$ cat config.mk
export PLATFORM = sky130hd
export DESIGN_NAME = crc8_framed_packet_receiver
export DESIGN_NICKNAME = d
export VERILOG_FILES = /design/src/rtl/crcfr_pkg.sv /design/src/rtl/crcfr_store.sv /design/src/rtl/crcfr_parser.sv /design/src/rtl/crcfr_emitter.sv /design/src/rtl/crc8_framed_packet_receiver.sv
export SDC_FILE = /design/constraint.sdc
export NUM_CORES = 1
export LEC_CHECK = 0
export BUFFER_PORTS_ARGS = -buffer_cell sky130_fd_sc_hd__buf_2
export CORE_MARGIN = 1
export CORE_UTILIZATION = 40
export CTS_CLUSTER_SIZE = 30
export DETAILED_ROUTE_END_ITERATION = 7
export PLACE_DENSITY = 0.65
export SKIP_CTS_REPAIR_TIMING = 1
export SYNTH_ARGS = -nofsm -noshare
export SYNTH_HDL_FRONTEND = slang
export SYNTH_SLANG_ARGS = --single-unit
$ cat constraint.sdc
create_clock -name clk_i -period 3.81 [get_ports clk_i]
set_clock_uncertainty 0.1 [all_clocks]
set_input_delay 0.381 -clock clk_i [delete_from_list [all_inputs] [get_ports clk_i]]
set_output_delay 0.381 -clock clk_i [all_outputs]
set_load 0.02 [all_outputs]
$ cat src/rtl/crcfr_pkg.sv
// ----------------------------------------------------------------------------
// crcfr_pkg
// Shared types, constants and the CRC-8 byte update for the framed receiver.
// ----------------------------------------------------------------------------
`default_nettype none

package crcfr_pkg;

  localparam int unsigned MaxDataDefault = 16;

  localparam logic [7:0]  CrcInit     = 8'hFF;
  localparam logic [7:0]  CrcPoly     = 8'h31;
  localparam logic [7:0]  StartReset  = 8'hA5;
  localparam logic [15:0] TimeoutReset = 16'd100;
  localparam logic [7:0]  LenMin      = 8'd3;
  localparam logic [7:0]  LenHeader   = 8'd5;

  typedef enum logic [0:0] {
    REG_START   = 1'b0,
    REG_TIMEOUT = 1'b1
  } crcfr_reg_e;

  typedef enum logic [5:0] {
    PH_HUNT   = 6'b000001,
    PH_LEN    = 6'b000010,
    PH_CMD_HI = 6'b000100,
    PH_CMD_LO = 6'b001000,
    PH_DATA   = 6'b010000,
    PH_CRC    = 6'b100000
  } crcfr_phase_e;

  typedef struct packed {
    logic        valid;
    logic        bank;
    logic [15:0] cmd;
    logic [7:0]  len;
  } crcfr_job_t;

  function automatic logic [7:0] crc8_byte(logic [7:0] crc, logic [7:0] b);
    logic [7:0] c;
    c = crc ^ b;
    for (int i = 0; i < 8; i++) begin
      c = c[7] ? ((c << 1) ^ CrcPoly) : (c << 1);
    end
    return c;
  endfunction

endpackage

`default_nettype wire

$ cat src/rtl/crcfr_store.sv
// ----------------------------------------------------------------------------
// crcfr_store
// Two-bank payload memory: one write port, one registered read port.
// ----------------------------------------------------------------------------
`default_nettype none

module crcfr_store #(
  parameter int unsigned MAX_DATA = 16,
  localparam int unsigned Depth  = 2 * MAX_DATA,
  localparam int unsigned ADDR_W = $clog2(Depth)
) (
  input  wire logic              clk_i,
  input  wire logic              wr_en_i,
  input  wire logic [ADDR_W-1:0] wr_addr_i,
  input  wire logic [7:0]        wr_data_i,
  input  wire logic              rd_en_i,
  input  wire logic [ADDR_W-1:0] rd_addr_i,
  output logic      [7:0]        rd_data_o
);

  logic [7:0] mem_q [Depth];

  always_ff @(posedge clk_i) begin
    if (wr_en_i) begin
      mem_q[wr_addr_i] <= wr_data_i;
    end
  end

  always_ff @(posedge clk_i) begin
    if (rd_en_i) begin
      rd_data_o <= mem_q[rd_addr_i];
    end
  end

endmodule

`default_nettype wire

$ cat src/rtl/crcfr_parser.sv
// ----------------------------------------------------------------------------
// crcfr_parser
// Frame parser: phase tracking, running CRC-8, inter-byte timeout, payload
// writes into the active bank and hand-off of a checked frame.
// ----------------------------------------------------------------------------
`default_nettype none

module crcfr_parser
  import crcfr_pkg::*;
#(
  parameter int unsigned MAX_DATA = 16,
  localparam int unsigned CNT_W  = $clog2(MAX_DATA + 1),
  localparam int unsigned ADDR_W = $clog2(2 * MAX_DATA)
) (
  input  wire logic              clk_i,
  input  wire logic              rst_ni,
  input  wire logic              in_valid_i,
  input  wire logic              kind_i,
  input  wire logic [7:0]        byte_i,
  input  wire logic [7:0]        start_marker_i,
  input  wire logic [15:0]       timeout_i,
  input  wire logic              job_busy_i,
  output logic                   in_ready_o,
  output logic                   wr_en_o,
  output logic      [ADDR_W-1:0] wr_addr_o,
  output logic      [7:0]        wr_data_o,
  output crcfr_job_t             job_o
);

  localparam logic [8:0] LenMax = 9'(MAX_DATA + 5);

  crcfr_phase_e     phase_q, phase_d;
  logic [7:0]       len_q, len_d;
  logic [CNT_W-1:0] bif_q, bif_d;
  logic [7:0]       crc_q, crc_d;
  logic [15:0]      cmd_q, cmd_d;
  logic [15:0]      idle_q, idle_d;
  logic             bank_q, bank_d;

  logic             accept;
  logic [15:0]      idle_inc;
  logic [CNT_W-1:0] ndata;
  logic [7:0]       len_sub;
  logic [7:0]       crc_next;
  logic [CNT_W:0]   addr_sum;
  logic [CNT_W:0]   bif_inc;

  assign in_ready_o = !((phase_q == PH_CRC) && job_busy_i);
  assign accept     = in_valid_i && in_ready_o;
  assign idle_inc   = (idle_q == 16'hFFFF) ? idle_q : idle_q + 16'd1;
  assign len_sub    = len_q - LenHeader;
  assign ndata      = (len_q >= LenHeader) ? CNT_W'(len_sub) : '0;
  assign crc_next   = crc8_byte(crc_q, byte_i);
  assign bif_inc    = {1'b0, bif_q} + (CNT_W + 1)'(1);
  assign addr_sum   = {1'b0, bif_q} + (bank_q ? (CNT_W + 1)'(MAX_DATA) : '0);
  assign wr_addr_o  = addr_sum[ADDR_W-1:0];
  assign wr_data_o  = byte_i;

  always_comb begin
    phase_d = phase_q;
    len_d   = len_q;
    bif_d   = bif_q;
    crc_d   = crc_q;
    cmd_d   = cmd_q;
    idle_d  = idle_q;
    bank_d  = bank_q;
    wr_en_o = 1'b0;
    job_o.valid = 1'b0;
    job_o.bank  = bank_q;
    job_o.cmd   = cmd_q;
    job_o.len   = len_q;
    if (accept) begin
      if (kind_i) begin
        if (phase_q != PH_HUNT) begin
          idle_d = idle_inc;
          if (idle_inc >= timeout_i) begin
            phase_d = PH_HUNT;
            bif_d   = '0;
            crc_d   = CrcInit;
            idle_d  = '0;
          end
        end
      end else begin
        idle_d = '0;
        case (phase_q)
          PH_HUNT: begin
            if (byte_i == start_marker_i) begin
              crc_d   = crc8_byte(CrcInit, byte_i);
              phase_d = PH_LEN;
            end
          end
          PH_LEN: begin
            if ((byte_i < LenMin) || ({1'b0, byte_i} > LenMax)) begin
              phase_d = PH_HUNT;
              bif_d   = '0;
              crc_d   = CrcInit;
            end else begin
              crc_d   = crc_next;
              len_d   = byte_i;
              cmd_d   = '0;
              bif_d   = '0;
              phase_d = (byte_i >= LenHeader) ? PH_CMD_HI : PH_CRC;
            end
          end
          PH_CMD_HI: begin
            crc_d   = crc_next;
            cmd_d   = {byte_i, 8'h00};
            phase_d = PH_CMD_LO;
          end
          PH_CMD_LO: begin
            crc_d   = crc_next;
            cmd_d   = {cmd_q[15:8], byte_i};
            bif_d   = '0;
            phase_d = (ndata != '0) ? PH_DATA : PH_CRC;
          end
          PH_DATA: begin
            crc_d   = crc_next;
            wr_en_o = 1'b1;
            bif_d   = bif_inc[CNT_W-1:0];
            if (bif_inc >= {1'b0, ndata}) begin
              phase_d = PH_CRC;
            end
          end
          PH_CRC: begin
            if (byte_i == crc_q) begin
              job_o.valid = 1'b1;
              bank_d      = !bank_q;
            end
            phase_d = PH_HUNT;
            bif_d   = '0;
            crc_d   = CrcInit;
          end
          default: begin
            phase_d = PH_HUNT;
            bif_d   = '0;
            crc_d   = CrcInit;
          end
        endcase
      end
    end
  end

  always_ff @(posedge clk_i or negedge rst_ni) begin
    if (!rst_ni) begin
      phase_q <= PH_HUNT;
      len_q   <= '0;
      bif_q   <= '0;
      crc_q   <= CrcInit;
      cmd_q   <= '0;
      idle_q  <= '0;
      bank_q  <= 1'b0;
    end else begin
      phase_q <= phase_d;
      len_q   <= len_d;
      bif_q   <= bif_d;
      crc_q   <= crc_d;
      cmd_q   <= cmd_d;
      idle_q  <= idle_d;
      bank_q  <= bank_d;
    end
  end

endmodule

`default_nettype wire

$ cat src/rtl/crcfr_emitter.sv
// ----------------------------------------------------------------------------
// crcfr_emitter
// Run generator: walks the payload bank of a checked frame and drives the
// result register, one result per cycle unless the output applies backpressure.
// ----------------------------------------------------------------------------
`default_nettype none

module crcfr_emitter
  import crcfr_pkg::*;
#(
  parameter int unsigned MAX_DATA = 16,
  localparam int unsigned CNT_W  = $clog2(MAX_DATA + 1),
  localparam int unsigned ADDR_W = $clog2(2 * MAX_DATA),
  localparam int unsigned EXT_W  = (CNT_W > 4) ? CNT_W : 4
) (
  input  wire logic              clk_i,
  input  wire logic              rst_ni,
  input  wire crcfr_job_t        job_i,
  output logic                   busy_o,
  output logic                   rd_en_o,
  output logic      [ADDR_W-1:0] rd_addr_o,
  input  wire logic [7:0]        rd_data_i,
  output logic                   out_valid_o,
  input  wire logic              out_ready_i,
  output logic      [15:0]       cmd_o,
  output logic      [4:0]        len_o,
  output logic      [7:0]        byte_o,
  output logic      [3:0]        idx_o,
  output logic                   present_o,
  output logic                   last_o
);

  logic             active_q;
  logic             bank_q;
  logic [15:0]      cmd_q;
  logic [7:0]       len_q;
  logic [CNT_W-1:0] cnt_q;
  logic [CNT_W-1:0] idx_q;
  logic             empty_q;

  logic             out_valid_q;
  logic [15:0]      out_cmd_q;
  logic [4:0]       out_len_q;
  logic [3:0]       out_idx_q;
  logic             out_present_q;
  logic             out_last_q;

  logic             advance;
  logic [7:0]       job_sub;
  logic [CNT_W-1:0] job_ndata;
  logic [CNT_W:0]   idx_inc;
  logic             at_last;
  logic [CNT_W:0]   addr_sum;
  logic [EXT_W-1:0] idx_ext;

  assign advance   = active_q && (!out_valid_q || out_ready_i);
  assign job_sub   = job_i.len - LenHeader;
  assign job_ndata = (job_i.len >= LenHeader) ? CNT_W'(job_sub) : '0;
  assign idx_inc   = {1'b0, idx_q} + (CNT_W + 1)'(1);
  assign at_last   = (idx_inc == {1'b0, cnt_q});
  assign addr_sum  = {1'b0, idx_q} + (bank_q ? (CNT_W + 1)'(MAX_DATA) : '0);
  assign idx_ext   = EXT_W'(idx_q);

  assign busy_o      = active_q;
  assign rd_en_o     = advance;
  assign rd_addr_o   = addr_sum[ADDR_W-1:0];
  assign out_valid_o = out_valid_q;
  assign cmd_o       = out_cmd_q;
  assign len_o       = out_len_q;
  assign byte_o      = out_present_q ? rd_data_i : 8'h00;
  assign idx_o       = out_idx_q;
  assign present_o   = out_present_q;
  assign last_o      = out_last_q;

  always_ff @(posedge clk_i or negedge rst_ni) begin
    if (!rst_ni) begin
      active_q    <= 1'b0;
      out_valid_q <= 1'b0;
    end else begin
      if (job_i.valid) begin
        active_q <= 1'b1;
      end else if (advance && at_last) begin
        active_q <= 1'b0;
      end
      if (advance) begin
        out_valid_q <= 1'b1;
      end else if (out_ready_i) begin
        out_valid_q <= 1'b0;
      end
    end
  end

  always_ff @(posedge clk_i) begin
    if (job_i.valid) begin
      bank_q  <= job_i.bank;
      cmd_q   <= job_i.cmd;
      len_q   <= job_i.len;
      cnt_q   <= (job_ndata == '0) ? CNT_W'(1) : job_ndata;
      empty_q <= (job_ndata == '0);
      idx_q   <= '0;
    end else if (advance) begin
      idx_q <= idx_inc[CNT_W-1:0];
    end
    if (advance) begin
      out_cmd_q     <= cmd_q;
      out_len_q     <= len_q[4:0];
      out_idx_q     <= idx_ext[3:0];
      out_present_q <= !empty_q;
      out_last_q    <= at_last;
    end
  end

endmodule

`default_nettype wire

$ cat src/rtl/crc8_framed_packet_receiver.sv
// ----------------------------------------------------------------------------
// crc8_framed_packet_receiver
// Takes one byte or tick per cycle; a CRC byte waits while the previous run is
// still being read out of its bank. A good-CRC frame makes the emitter busy,
// which then fills its result register, one result per cycle when not stalled.
// Reset (asynchronous, active low) returns to hunting with default registers.
// ----------------------------------------------------------------------------
`default_nettype none

module crc8_framed_packet_receiver
  import crcfr_pkg::*;
#(
  parameter int unsigned MAX_DATA = MaxDataDefault,
  localparam int unsigned ADDR_W = $clog2(2 * MAX_DATA)
) (
  input  wire logic        clk_i,
  input  wire logic        rst_ni,
  input  wire logic        s_axis_tvalid,
  output logic             s_axis_tready,
  input  wire logic [7:0]  s_axis_tdata,   // rx_byte[7:0]
  input  wire logic        s_axis_tuser,   // kind[0]
  output logic             m_axis_tvalid,
  input  wire logic        m_axis_tready,
  // command_word[15:0], frame_len[20:16], payload_byte[28:21],
  // payload_index[32:29], zero fill[39:33]
  output logic      [39:0] m_axis_tdata,
  output logic             m_axis_tuser,   // payload_present[0]
  output logic             m_axis_tlast,
  input  wire logic        psel,
  input  wire logic        penable,
  input  wire logic        pwrite,
  input  wire logic [2:0]  paddr,
  input  wire logic [31:0] pwdata,
  output logic      [31:0] prdata,
  output logic             pready
);

  logic [7:0]  start_q;
  logic [15:0] timeout_q;
  logic        cfg_wr;
  crcfr_reg_e  cfg_sel;

  crcfr_job_t        job;
  logic              job_busy;
  logic              wr_en;
  logic [ADDR_W-1:0] wr_addr;
  logic [7:0]        wr_data;
  logic              rd_en;
  logic [ADDR_W-1:0] rd_addr;
  logic [7:0]        rd_data;
  logic [15:0]       cmd;
  logic [4:0]        len;
  logic [7:0]        pbyte;
  logic [3:0]        pidx;

  assign pready  = 1'b1;
  assign cfg_wr  = psel && penable && pwrite && pready;
  assign cfg_sel = crcfr_reg_e'(paddr[2]);

  always_comb begin
    case (cfg_sel)
      REG_START:   prdata = {24'h0, start_q};
      REG_TIMEOUT: prdata = {16'h0, timeout_q};
      default:     prdata = '0;
    endcase
  end

  always_ff @(posedge clk_i or negedge rst_ni) begin
    if (!rst_ni) begin
      start_q   <= StartReset;
      timeout_q <= TimeoutReset;
    end else if (cfg_wr) begin
      case (cfg_sel)
        REG_START:   start_q   <= pwdata[7:0];
        REG_TIMEOUT: timeout_q <= pwdata[15:0];
        default:     start_q   <= start_q;
      endcase
    end
  end

  crcfr_parser #(.MAX_DATA(MAX_DATA)) u_parser (
    .clk_i          (clk_i),
    .rst_ni         (rst_ni),
    .in_valid_i     (s_axis_tvalid),
    .kind_i         (s_axis_tuser),
    .byte_i         (s_axis_tdata),
    .start_marker_i (start_q),
    .timeout_i      (timeout_q),
    .job_busy_i     (job_busy),
    .in_ready_o     (s_axis_tready),
    .wr_en_o        (wr_en),
    .wr_addr_o      (wr_addr),
    .wr_data_o      (wr_data),
    .job_o          (job)
  );

  crcfr_store #(.MAX_DATA(MAX_DATA)) u_store (
    .clk_i     (clk_i),
    .wr_en_i   (wr_en),
    .wr_addr_i (wr_addr),
    .wr_data_i (wr_data),
    .rd_en_i   (rd_en),
    .rd_addr_i (rd_addr),
    .rd_data_o (rd_data)
  );

  crcfr_emitter #(.MAX_DATA(MAX_DATA)) u_emitter (
    .clk_i       (clk_i),
    .rst_ni      (rst_ni),
    .job_i       (job),
    .busy_o      (job_busy),
    .rd_en_o     (rd_en),
    .rd_addr_o   (rd_addr),
    .rd_data_i   (rd_data),
    .out_valid_o (m_axis_tvalid),
    .out_ready_i (m_axis_tready),
    .cmd_o       (cmd),
    .len_o       (len),
    .byte_o      (pbyte),
    .idx_o       (pidx),
    .present_o   (m_axis_tuser),
    .last_o      (m_axis_tlast)
  );

  assign m_axis_tdata = {7'h00, pidx, pbyte, len, cmd};

endmodule

`default_nettype wire

After elaboration in Yosys (flattened, before gate mapping)
Memory sizes are Yosys's and may differ from the RTL's. A register that Yosys moved wholly into a read port is not among the register bits. Index checks and enable logic that the tools add are counted. W data, S select, Z words.

Register bits after elaboration: 146. RAM bits: 256. Bits of input ports: 51. Output and inout port bits: 77. Word-level logic and storage cells: 164. Memories: 1.

$add $sub $neg: 6. Order comparisons: 6. Equal/unequal tests: 17. Muxes and demuxes: 59. Bitwise gates (word level): 22. Reductions and logical operators: 30.

Memories: u_store.mem_q (depth 32, width 8, rd ports 1, clocked after Yosys merged registers in 1, write ports 1, RTL line crcfr_store.sv:21) `logic [7:0] mem_q [Depth];`.

Operators by type and width (count): $mux W6 (24); $mux W16 (5); $pmux W32 S2 (1); $mux W8 (6); $not A3 Y3 (16); $pmux W16 S3 (1); $mux W5 (6); $pmux W6 S5 (1); $pmux W8 S3 (1); $reduce_and A4 Y1 (5); $add A16 B1 Y16 const B (1); $eq A16 B16 Y1 const B (1); $eq A8 B8 Y1 (2); $ge A16 B16 Y1 (1); $ge A8 B3 Y1 const B (2); $mux W1 (13); $add A5 B1 Y6 const B (2); $add A5 B5 Y5 (2); $pmux W5 S2 (1); $reduce_and A5 Y1 (2); $gt A8 B5 Y1 const B (1); $lt A8 B2 Y1 const B (1); $not A8 Y8 (1); $xor A8 B8 Y8 (1); 24 further kinds (43).

Depth between registers and ports, before layout
Gate-level depths: netlist of the first run.

Depth after elaboration: 20. Depth in mapped cells: 16. Gate-level depth less buffers: 14.

Cells and area by module
Synthesis of the first run repeated with hierarchy kept, for this count alone.

Cells, all modules: 1163. Area total of the unflattened synthesis: 18375.1 um2.

By module, submodules not included: crcfr_store (instances 1, cells an instance 417, area each 10133.5 um2, sequential area each 7927.6 um2); crcfr_parser (instances 1, cells an instance 512, area each 4631.9 um2, sequential area each 1512.7 um2); crcfr_emitter (instances 1, cells an instance 139, area each 2296.0 um2, sequential area each 1801.7 um2); crc8_framed_packet_receiver (instances 1, cells an instance 95, area each 1313.8 um2, sequential area each 609.3 um2).

Worst setup path after synthesis of the first run
OpenSTA, ideal clock, no wires.

Kind: register to register. Start point: reg u_parser.idle_q[5]. End point: reg u_parser.phase_q[1]. Library setup time: 125 ps. Arrival time: 3763 ps. Path slack: -178 ps. Stages on the path, launching flop included: 16. Period minus slack after synthesis: 3988 ps. Path through: dfrtp_1 > clkbuf_1 > and4_1 > nand3_1 > nor2_1 > and3_1 > nand3_1 > o21a_1 > ha_1 > nand4_1 > nor2_1 > o2111ai_1 > o221ai_1 > o311a_4 > a21boi_4 > mux2_4.

Cells in the longest elaborated chain, start to end: 5. Elaborated cells between the ends (all ways): 6. Those cells by class: 1 x add/sub; 1 x order compare; 2 x eq/ne; 1 x mux; 1 x reduce/logical.

Ends and longest elaborated chain: start, declared (RTL line crcfr_parser.sv:37) `logic [15:0] idle_q, idle_d;`; start signal, assigned (RTL line crcfr_parser.sv:158) `idle_q <= idle_d;`; $add A16 B1 Y16 or $eq A16 B16 Y1 (tied branches) (RTL line crcfr_parser.sv:50) `assign idle_inc = (idle_q == 16'hFFFF) ? idle_q : idle_q + 16'd1;`; $mux W16 (*) (RTL line crcfr_parser.sv:50); $ge A16 B16 Y1 (*) (RTL line crcfr_parser.sv:76) `if (idle_inc >= timeout_i) begin`; $ne A2 B1 Y1 (no line) (*); $reduce_and A5 Y1 (no line) (*); end signal, assigned (RTL line crcfr_parser.sv:153) `phase_q <= phase_d;`; end, declared (RTL line crcfr_parser.sv:32) `crcfr_phase_e phase_q, phase_d;`.

Mark *: on every way between the ends. The rest lies on a longest branch, timed or not. A chain may end at the register's enable or synchronous reset.

Worst setup path after layout of the first run
Start point: reg u_parser.idle_q[4]. End point: reg u_parser.phase_q[1].

Same word-level chain as after synthesis.

==> flow_metrics.env, run 1 <==
export IMPL_layout_setup_ws_ns=0.201
export IMPL_start_util_pct=40.5
export IMPL_grt_pass1_wl_mm=57.9
export IMPL_syn2layout_area_growth_pct=17.6
export IMPL_fin_nets=1381
export IMPL_place_worst_setup_slack_ns=0.118
export IMPL_maxCapViolations=0
export IMPL_final_cells=1926
export IMPL_cp_end_kind="register"
export IMPL_largest_net_degree_at_the_start_of_global_routing=75
export IMPL_die_width_um=213
export IMPL_routed_via_density=5.21
export IMPL_synth_warning_count=0
export IMPL_irDropWorstVdd_mv=0.341
export IMPL_crit_buf_inv=0
export IMPL_worst_skew_pair_latency_ns=0.58
export IMPL_fmaxAchievable_ghz=0.277
export IMPL_max_stage_delay_ns=0.38
export IMPL_synth_async_reset_ratio_pct=21.0
export IMPL_required_ns=4.15
export IMPL_synth_yosys_seq_area_share_pct=66.3
export IMPL_hold_viol_final=0
export IMPL_synth_top_area_share_pct=53.6
export IMPL_row_count=77
export IMPL_timing_critical_path_fanout_max=8
export IMPL_timing_worst_setup_path_type="reg -> reg"
export IMPL_cts_root_buf="sky130_fd_sc_hd__clkbuf_16"
export IMPL_setup_viol=0
export IMPL_gpl_congestion=0.830
export IMPL_finalWirelength_mm=38.1
export IMPL_synth_most_common_cell="sky130_fd_sc_hd__edfxtp_1"
export IMPL_worst_ep_arrival_time_ns=3.95
export IMPL_path_delay_family="compound AO/OA/AOI/OAI gates"
export IMPL_ys_seq_elements=410
export IMPL_synth_flop_cell="sky130_fd_sc_hd__edfxtp_1"
export IMPL_crit_slowest_cell="sky130_fd_sc_hd__o311ai_0"
export IMPL_core_um2=44100
export IMPL_routedWlPerCell_um=19.8
export IMPL_syn_cell_area_um2=17900
export IMPL_cts_tree="done"
export IMPL_num_fill_cells=3821
export IMPL_die_y_um=213
export IMPL_layout_cell_area_non_filler_um2=21000
export IMPL_netlist_instances=1132
export IMPL_via_count=10000
export IMPL_yosys_top_cells_area="sky130_fd_sc_hd__edfxtp_1, sky130_fd_sc_hd__mux4_2, sky130_fd_sc_hd__dfrtp_1"
export IMPL_synth_enable_flop_cells=319
export IMPL_synth_largest_area_cell="sky130_fd_sc_hd__edfxtp_1"
export IMPL_dr_first_iter_drc_count=786
export IMPL_cts_htree_levels=2
export IMPL_number_of_buffers_inserted_during_clock_tree_synthesis=42
export IMPL_remaining_drc_errors=0
export IMPL_number_of_buffers_added_on_ports=85
export IMPL_timing_hold_ws_ns=0.0444
export IMPL_timing_hold_worst_class="in -> reg"
export IMPL_hpwlAfterDp_mm=25.2
export IMPL_setup_worst_path_start_class="register"
export IMPL_final_core_util_pct=47.6
export IMPL_clkTransAtPathRegs_ns=0.06
export IMPL_final_layout_size_suffix_gt1_share_pct=30.1
export IMPL_final_min_clock_period_ns=3.61
export IMPL_design_portCount=128
export IMPL_drt_first_pass_iters=7
export IMPL_dpl_instance_area_um2=19300
export IMPL_slew_headroom_pct=17.3
export IMPL_via_count_of_the_first_global_routing_pass=9946
export IMPL_run_status="finished clean"
export IMPL_design_die_area_um2=45500
export IMPL_slew_viol_final=0
export IMPL_initial_antenna_violation_count=4
export IMPL_total_placed_cells_including_tap_cells=1827
export IMPL_critical_path_cell_chain="and4_2, nand3_4, nor4_4, nand3b_1, o21a_1, ha_1, nand4_1, o311ai_0, a21oi_1, o221ai_2, o311a_4, a21boi_4, mux2_4"
export IMPL_gr_usage_all_layers_pct=16.9
export IMPL_fin_crit_sh_pct=94.7
export IMPL_synth_common_cells="sky130_fd_sc_hd__edfxtp_1, sky130_fd_sc_hd__mux4_2, sky130_fd_sc_hd__nor2_1"
export IMPL_leakagePower_nw=7.45
export IMPL_cts_sinks=410
export IMPL_cts_buffer_depth=3
export IMPL_powerDensity_nw_per_um2=497
export IMPL_worst_slew_pin_slew_ns=1.23
export IMPL_antenna_cells_inserted=0
export IMPL_synth_cell_types=67
export IMPL_drtAntennaViolNets=0
export IMPL_total_overflow_reported_by_the_global_router=0
export IMPL_postSynthAreaPerCell_um2=15.8
path summary, 6_finish.rpt:
check	startpoint	to	slack, ns	depth (start not counted)
setup / recovery	u_parser.idle_q[4]$_DFFE_PN0P_	u_parser.phase_q[1]$_DFFE_PN0P_	0.20	13
hold / removal	m_axis_tready	u_emitter.out_valid_o$_DFFE_PN0P_	0.04	3
setup reg to reg	u_parser.idle_q[4]$_DFFE_PN0P_	u_parser.phase_q[1]$_DFFE_PN0P_	0.20	13
hold reg to reg	u_emitter.cmd_q[10]$_DFFE_PP_	u_emitter.cmd_o[10]$_DFFE_PP_	0.32	0
max in group asynchronous	rst_ni	u_parser.idle_q[6]$_DFFE_PN0P_	2.39	3
min in group asynchronous	rst_ni	timeout_q[3]$_DFFE_PN0P_	0.45	2
worst min-delay path: stages:
cell	delay, ns
sky130_fd_sc_hd__buf_2	0.08
sky130_fd_sc_hd__nand2b_1	0.14
sky130_fd_sc_hd__nand2b_1	0.06
registers in the layout, summed over array words and instances (netlist names), 4 cells and up:
signal,cells
timeout_q,16
u_emitter.cmd_o,16
u_emitter.len_q,5
u_emitter.cmd_q,16
start_q,8
u_parser.cmd_q,16
u_parser.idle_q,16
u_parser.phase_q,6
u_emitter.idx_ext,5
u_store.mem_q,256
u_parser.len_q,8
u_parser.crc_q,8
u_emitter.len_o,5
u_emitter.cnt_q,5
u_store.rd_data_o,8
u_parser.bif_q,5
u_emitter.idx_o,4
cells in the final DEF, fill, tap and decap left out, drive strengths merged, types with 4 or more instances in the layout:
master,Yosys,final
mux2,50,50
o31ai,9,9
o21a,7,7
nand2,64,64
nor4,5,5
xnor2,41,41
buf,34,158
a31oi,12,12
nand3,16,16
clkinv,0,12
nand4,10,10
o211ai,4,4
o21ai,38,38
nor3,13,13
a21oi,23,23
inv,31,33
ha,29,29
clkbuf,38,57
nand3b,6,6
edfxtp,319,319
dfrtp,70,70
a21o,9,9
or2,6,6
and3,5,5
bufinv,0,5
dfxtp,5,5
nand2b,11,11
a22o,11,11
dlygate4sd3,0,17
dfstp,16,16
and2,20,20
nor2b,11,11
xor2,22,22
conb,2,24
nor2,78,78
mux4,80,80
layout make-up:
class	instances	area (um^2)	area share (%)
Tap cell	592	741	3.52
Clock buffer	57	1170	5.55
Timing Repair Buffer	175	1180	5.63
Multi-Input combinational cell	641	5690	27.1
Sequential cell	410	11900	56.4
Inverter	31	116	0.553
Clock inverter	20	270	1.29
power breakdown:
part	internal [mW]	switching (mW)	leakage [nW]	total, mW
logic	0.489	0.649	2.82	1.14
clock network	2.51	1.71	0.702	4.22
registers	4.97	0.123	3.93	5.09
total	7.97	2.48	7.45	10.5
per-stage QoR:
step / TNS [ns] / total power, mW
finish: 0 / 10.5
global route: -0.0212 / 10.9
CTS: 0 / 10.5
detailed placement: 0 / 6.29
global placement: 0 / 6.26
floorplan: 0 / 5.97
cells by family (layout without fill, tap and decap cells):
group | count (synthesis) | after routing | synth area share, %
AOI/OAI and AO/OA | 139 | 139 | 5.30
xor gates and xnor gates | 64 | 64 | 3.25
adders and majority gates | 29 | 29 | 2.03
buffers and inverters | 103 | 283 | 2.75
DFF | 410 | 410 | 66.3
muxes | 131 | 131 | 13.4
other | 2 | 24 | 0.0420
and+or+nand+nor | 254 | 254 | 6.93
layer usage:
metal / GRT usage (%) / wire (um) / share of wire [%]
met1: 22.5 / 16700 / 44
met2: 28.1 / 18500 / 49
met3: 3.05 / 1890 / 5.0
met4: 5.64 / 940 / 2.5
met5: 0 / 44 / 0.12
Note: power is estimated with default switching activity, not from simulation.
==> run 2, diff against run 1 <==
--- a/config.mk
+++ b/config.mk
@@ -6,11 +6,14 @@
 export NUM_CORES = 1
 export LEC_CHECK = 0
 export BUFFER_PORTS_ARGS = -buffer_cell sky130_fd_sc_hd__buf_2
+export CELL_PAD_IN_SITES_DETAIL_PLACEMENT = 1
+export CELL_PAD_IN_SITES_GLOBAL_PLACEMENT = 1
 export CORE_MARGIN = 1
 export CORE_UTILIZATION = 40
 export CTS_CLUSTER_SIZE = 30
 export DETAILED_ROUTE_END_ITERATION = 7
-export PLACE_DENSITY = 0.65
+export GPL_TIMING_DRIVEN = 0
+export PLACE_DENSITY = 0.73
 export SKIP_CTS_REPAIR_TIMING = 1
 export SYNTH_ARGS = -nofsm -noshare
 export SYNTH_HDL_FRONTEND = slang
==> flow_metrics.env, run 2 (synthesized netlist as in run 1, its figures left out) <==
export IMPL_run_status="complete, but fails checks"
export IMPL_failed_checks="setup timing"
export IMPL_total_overflow_reported_by_the_global_router=0
export IMPL_routed_via_density=5.34
export IMPL_setup_viol=2
export IMPL_remaining_drc_errors=0
export IMPL_reg2regPathDepth=15
export IMPL_die_y_um=213
export IMPL_initial_antenna_violation_count=1
export IMPL_irDropWorstVdd_mv=0.324
export IMPL_layout_cells_most_common="sky130_fd_sc_hd__edfxtp_1"
export IMPL_drt_first_pass_iters=4
export IMPL_cts_tree="done"
export IMPL_number_of_buffers_added_on_ports=84
export IMPL_worst_ep_arrival_time_ns=4.17
export IMPL_hold_path_depth=3
export IMPL_totalPowerFinal_mw=10.5
export IMPL_largest_register_ffs=256
export IMPL_hold_viol_final=0
export IMPL_clkTransAtPathRegs_ns=0.06
export IMPL_core_um2=44100
export IMPL_finalWirelength_mm=43.1
export IMPL_total_placed_cells_including_tap_cells=1831
export IMPL_via_count_of_the_first_global_routing_pass=10900
export IMPL_fin_crit_sh_pct=100
export IMPL_drtAntennaViolNets=0
export IMPL_timing_critical_path_fanout_max=9
export IMPL_slew_viol_final=0
export IMPL_slew_headroom_pct=26.1
export IMPL_regArea_um2=11900
export IMPL_routedWlPerCell_um=21.9
export IMPL_hpwlAfterDp_mm=28.1
export IMPL_grtUsageMet2_pct=32.9
export IMPL_dpl_instance_area_um2=19200
export IMPL_setup_reg_to_reg_worst_slack_ns=-0.001
export IMPL_row_count=77
export IMPL_timing_worst_setup_path_type="reg -> reg"
export IMPL_final_layout_size_suffix_gt1_share_pct=33.9
export IMPL_leakagePower_nw=7.56
export IMPL_syn2layout_area_growth_pct=19.6
export IMPL_worst_slew_pin_slew_ns=1.11
export IMPL_met3_track_usage_gr_pct=3.75
export IMPL_grt_busiest_layer="met2"
export IMPL_cts_htree_levels=2
export IMPL_cts_buffer_depth=3
export IMPL_worstHoldStart="m_axis_tready"
export IMPL_grt_met1_usage_pct=23.9
export IMPL_design_die_area_um2=45500
export IMPL_r2r_end="u_parser.idle_q[7]$_DFFE_PN0P_"
export IMPL_maxCapViolations=0
export IMPL_grt_setup_unrepaired="yes"
export IMPL_antenna_cells_inserted=0
export IMPL_gpl_congestion=0.816
export IMPL_fin_nets=1422
export IMPL_final_min_clock_period_ns=3.81
export IMPL_mostFrequentLayoutCells="sky130_fd_sc_hd__edfxtp_1, sky130_fd_sc_hd__buf_2, sky130_fd_sc_hd__mux4_2, sky130_fd_sc_hd__buf_4, sky130_fd_sc_hd__nand2_1"
export IMPL_worst_skew_pair_latency_ns=0.58
export IMPL_layout_cell_area_non_filler_um2=21400
export IMPL_regMostFlops="u_store.mem_q"
export IMPL_required_ns=4.17
export IMPL_die_width_um=213
export IMPL_timing_hold_worst_class="in -> reg"
export IMPL_gr_usage_all_layers_pct=18.9
export IMPL_num_fill_cells=4395
export IMPL_fmaxAchievable_ghz=0.262
export IMPL_via_count=10500
export IMPL_start_util_pct=40.5
export IMPL_largest_net_degree_at_the_start_of_global_routing=55
export IMPL_multiInputGateArea_um2=5920
export IMPL_reg2reg_from="u_parser.idle_q[15]$_DFFE_PN0P_"
export IMPL_grt_pass1_wl_mm=64.1
export IMPL_final_cells=1970
export IMPL_min_to="u_emitter.out_valid_o$_DFFE_PN0P_"
export IMPL_number_of_buffers_inserted_during_clock_tree_synthesis=45
export IMPL_design_portCount=128
export IMPL_cp_end_kind="register"
export IMPL_timing_hold_ws_ns=0.0431
export IMPL_powerDensity_nw_per_um2=491
export IMPL_cts_root_buf="sky130_fd_sc_hd__clkbuf_16"
export IMPL_cts_sinks=410
export IMPL_setup_worst_path_start_class="register"
export IMPL_dr_first_iter_drc_count=787
export IMPL_layout_setup_ws_ns=-0.00126
run 2: cell types whose count changed in the layout (fill, tap and decap cells not counted), moves of 5 or more:
cell	change
sky130_fd_sc_hd__buf_2	+6
sky130_fd_sc_hd__clkinv_2	+9
sky130_fd_sc_hd__dfrtp_1	-8
sky130_fd_sc_hd__nor2_1	-34
sky130_fd_sc_hd__clkbuf_8	-6
sky130_fd_sc_hd__dfrtp_2	+8
sky130_fd_sc_hd__nor2_2	+33
sky130_fd_sc_hd__clkbuf_1	+28
sky130_fd_sc_hd__buf_4	-5
run 2: worst max-delay path by stage:
stage,start,to,cells past startpoint
floorplan,u_parser.idle_q[5]$_DFFE_PN0P_,u_parser.phase_q[1]$_DFFE_PN0P_,14
global placement,u_parser.idle_q[5]$_DFFE_PN0P_,u_parser.phase_q[2]$_DFFE_PN0P_,15
detailed placement,u_parser.idle_q[5]$_DFFE_PN0P_,u_parser.phase_q[2]$_DFFE_PN0P_,15
CTS,u_parser.idle_q[5]$_DFFE_PN0P_,u_parser.phase_q[5]$_DFFE_PN0P_,15
global route,u_parser.idle_q[6]$_DFFE_PN0P_,u_parser.idle_q[7]$_DFFE_PN0P_,15
finish,u_parser.idle_q[15]$_DFFE_PN0P_,u_parser.idle_q[7]$_DFFE_PN0P_,15
run 2: power breakdown:
group	internal [mW]	total [mW]	switching, mW
registers	4.97	5.10	0.130
clock network	2.37	4.18	1.82
logic	0.520	1.21	0.687
run 2: worst max-delay path, stage by stage, from the launching register on:
cell and delay [ns]:
sky130_fd_sc_hd__dfrtp_1 0.42, sky130_fd_sc_hd__nand3_2 0.13, sky130_fd_sc_hd__or2_4 0.30, sky130_fd_sc_hd__nor3_4 0.29, sky130_fd_sc_hd__nor2_4 0.09, sky130_fd_sc_hd__buf_4 0.15
sky130_fd_sc_hd__nand4_1 0.16, sky130_fd_sc_hd__xnor2_2 0.18, sky130_fd_sc_hd__ha_1 0.31, sky130_fd_sc_hd__a21oi_1 0.15, sky130_fd_sc_hd__o311ai_1 0.11, sky130_fd_sc_hd__a21oi_1 0.26
sky130_fd_sc_hd__o221ai_4 0.19, sky130_fd_sc_hd__buf_4 0.19, sky130_fd_sc_hd__or2_2 0.38, sky130_fd_sc_hd__o31ai_1 0.29
run 2: per-stage QoR:
step	setup WS, ns	setup TNS (ns)	utilization [%]
after floorplan	0.0890	0	-
after CTS	-0.903	-19.90	46.7
after global placement	-0.727	-26.17	43.4
final	-0.00126	-0.00140	48.4
after detailed placement	-0.838	-18.33	43.5
after global routing	-0.106	-1.02	48.4
run 2: metal layers:
layer | share of wire [%] | vias to the layer above
li1 | - | 4698
met1 | 41 | 5480
met2 | 52 | 286
met3 | 5.1 | 64
met4 | 1.9 | 0
met5 | 0 | -
run 2: final cells by class:
cell class	instances	area share [%]
Sequential cell	410	55.5
Multi-Input combinational cell	641	27.7
Clock buffer	52	5.49
Timing Repair Buffer	145	4.46
Tap cell	592	3.47
Buffer	68	1.70
Clock inverter	31	1.15
Inverter	31	0.544
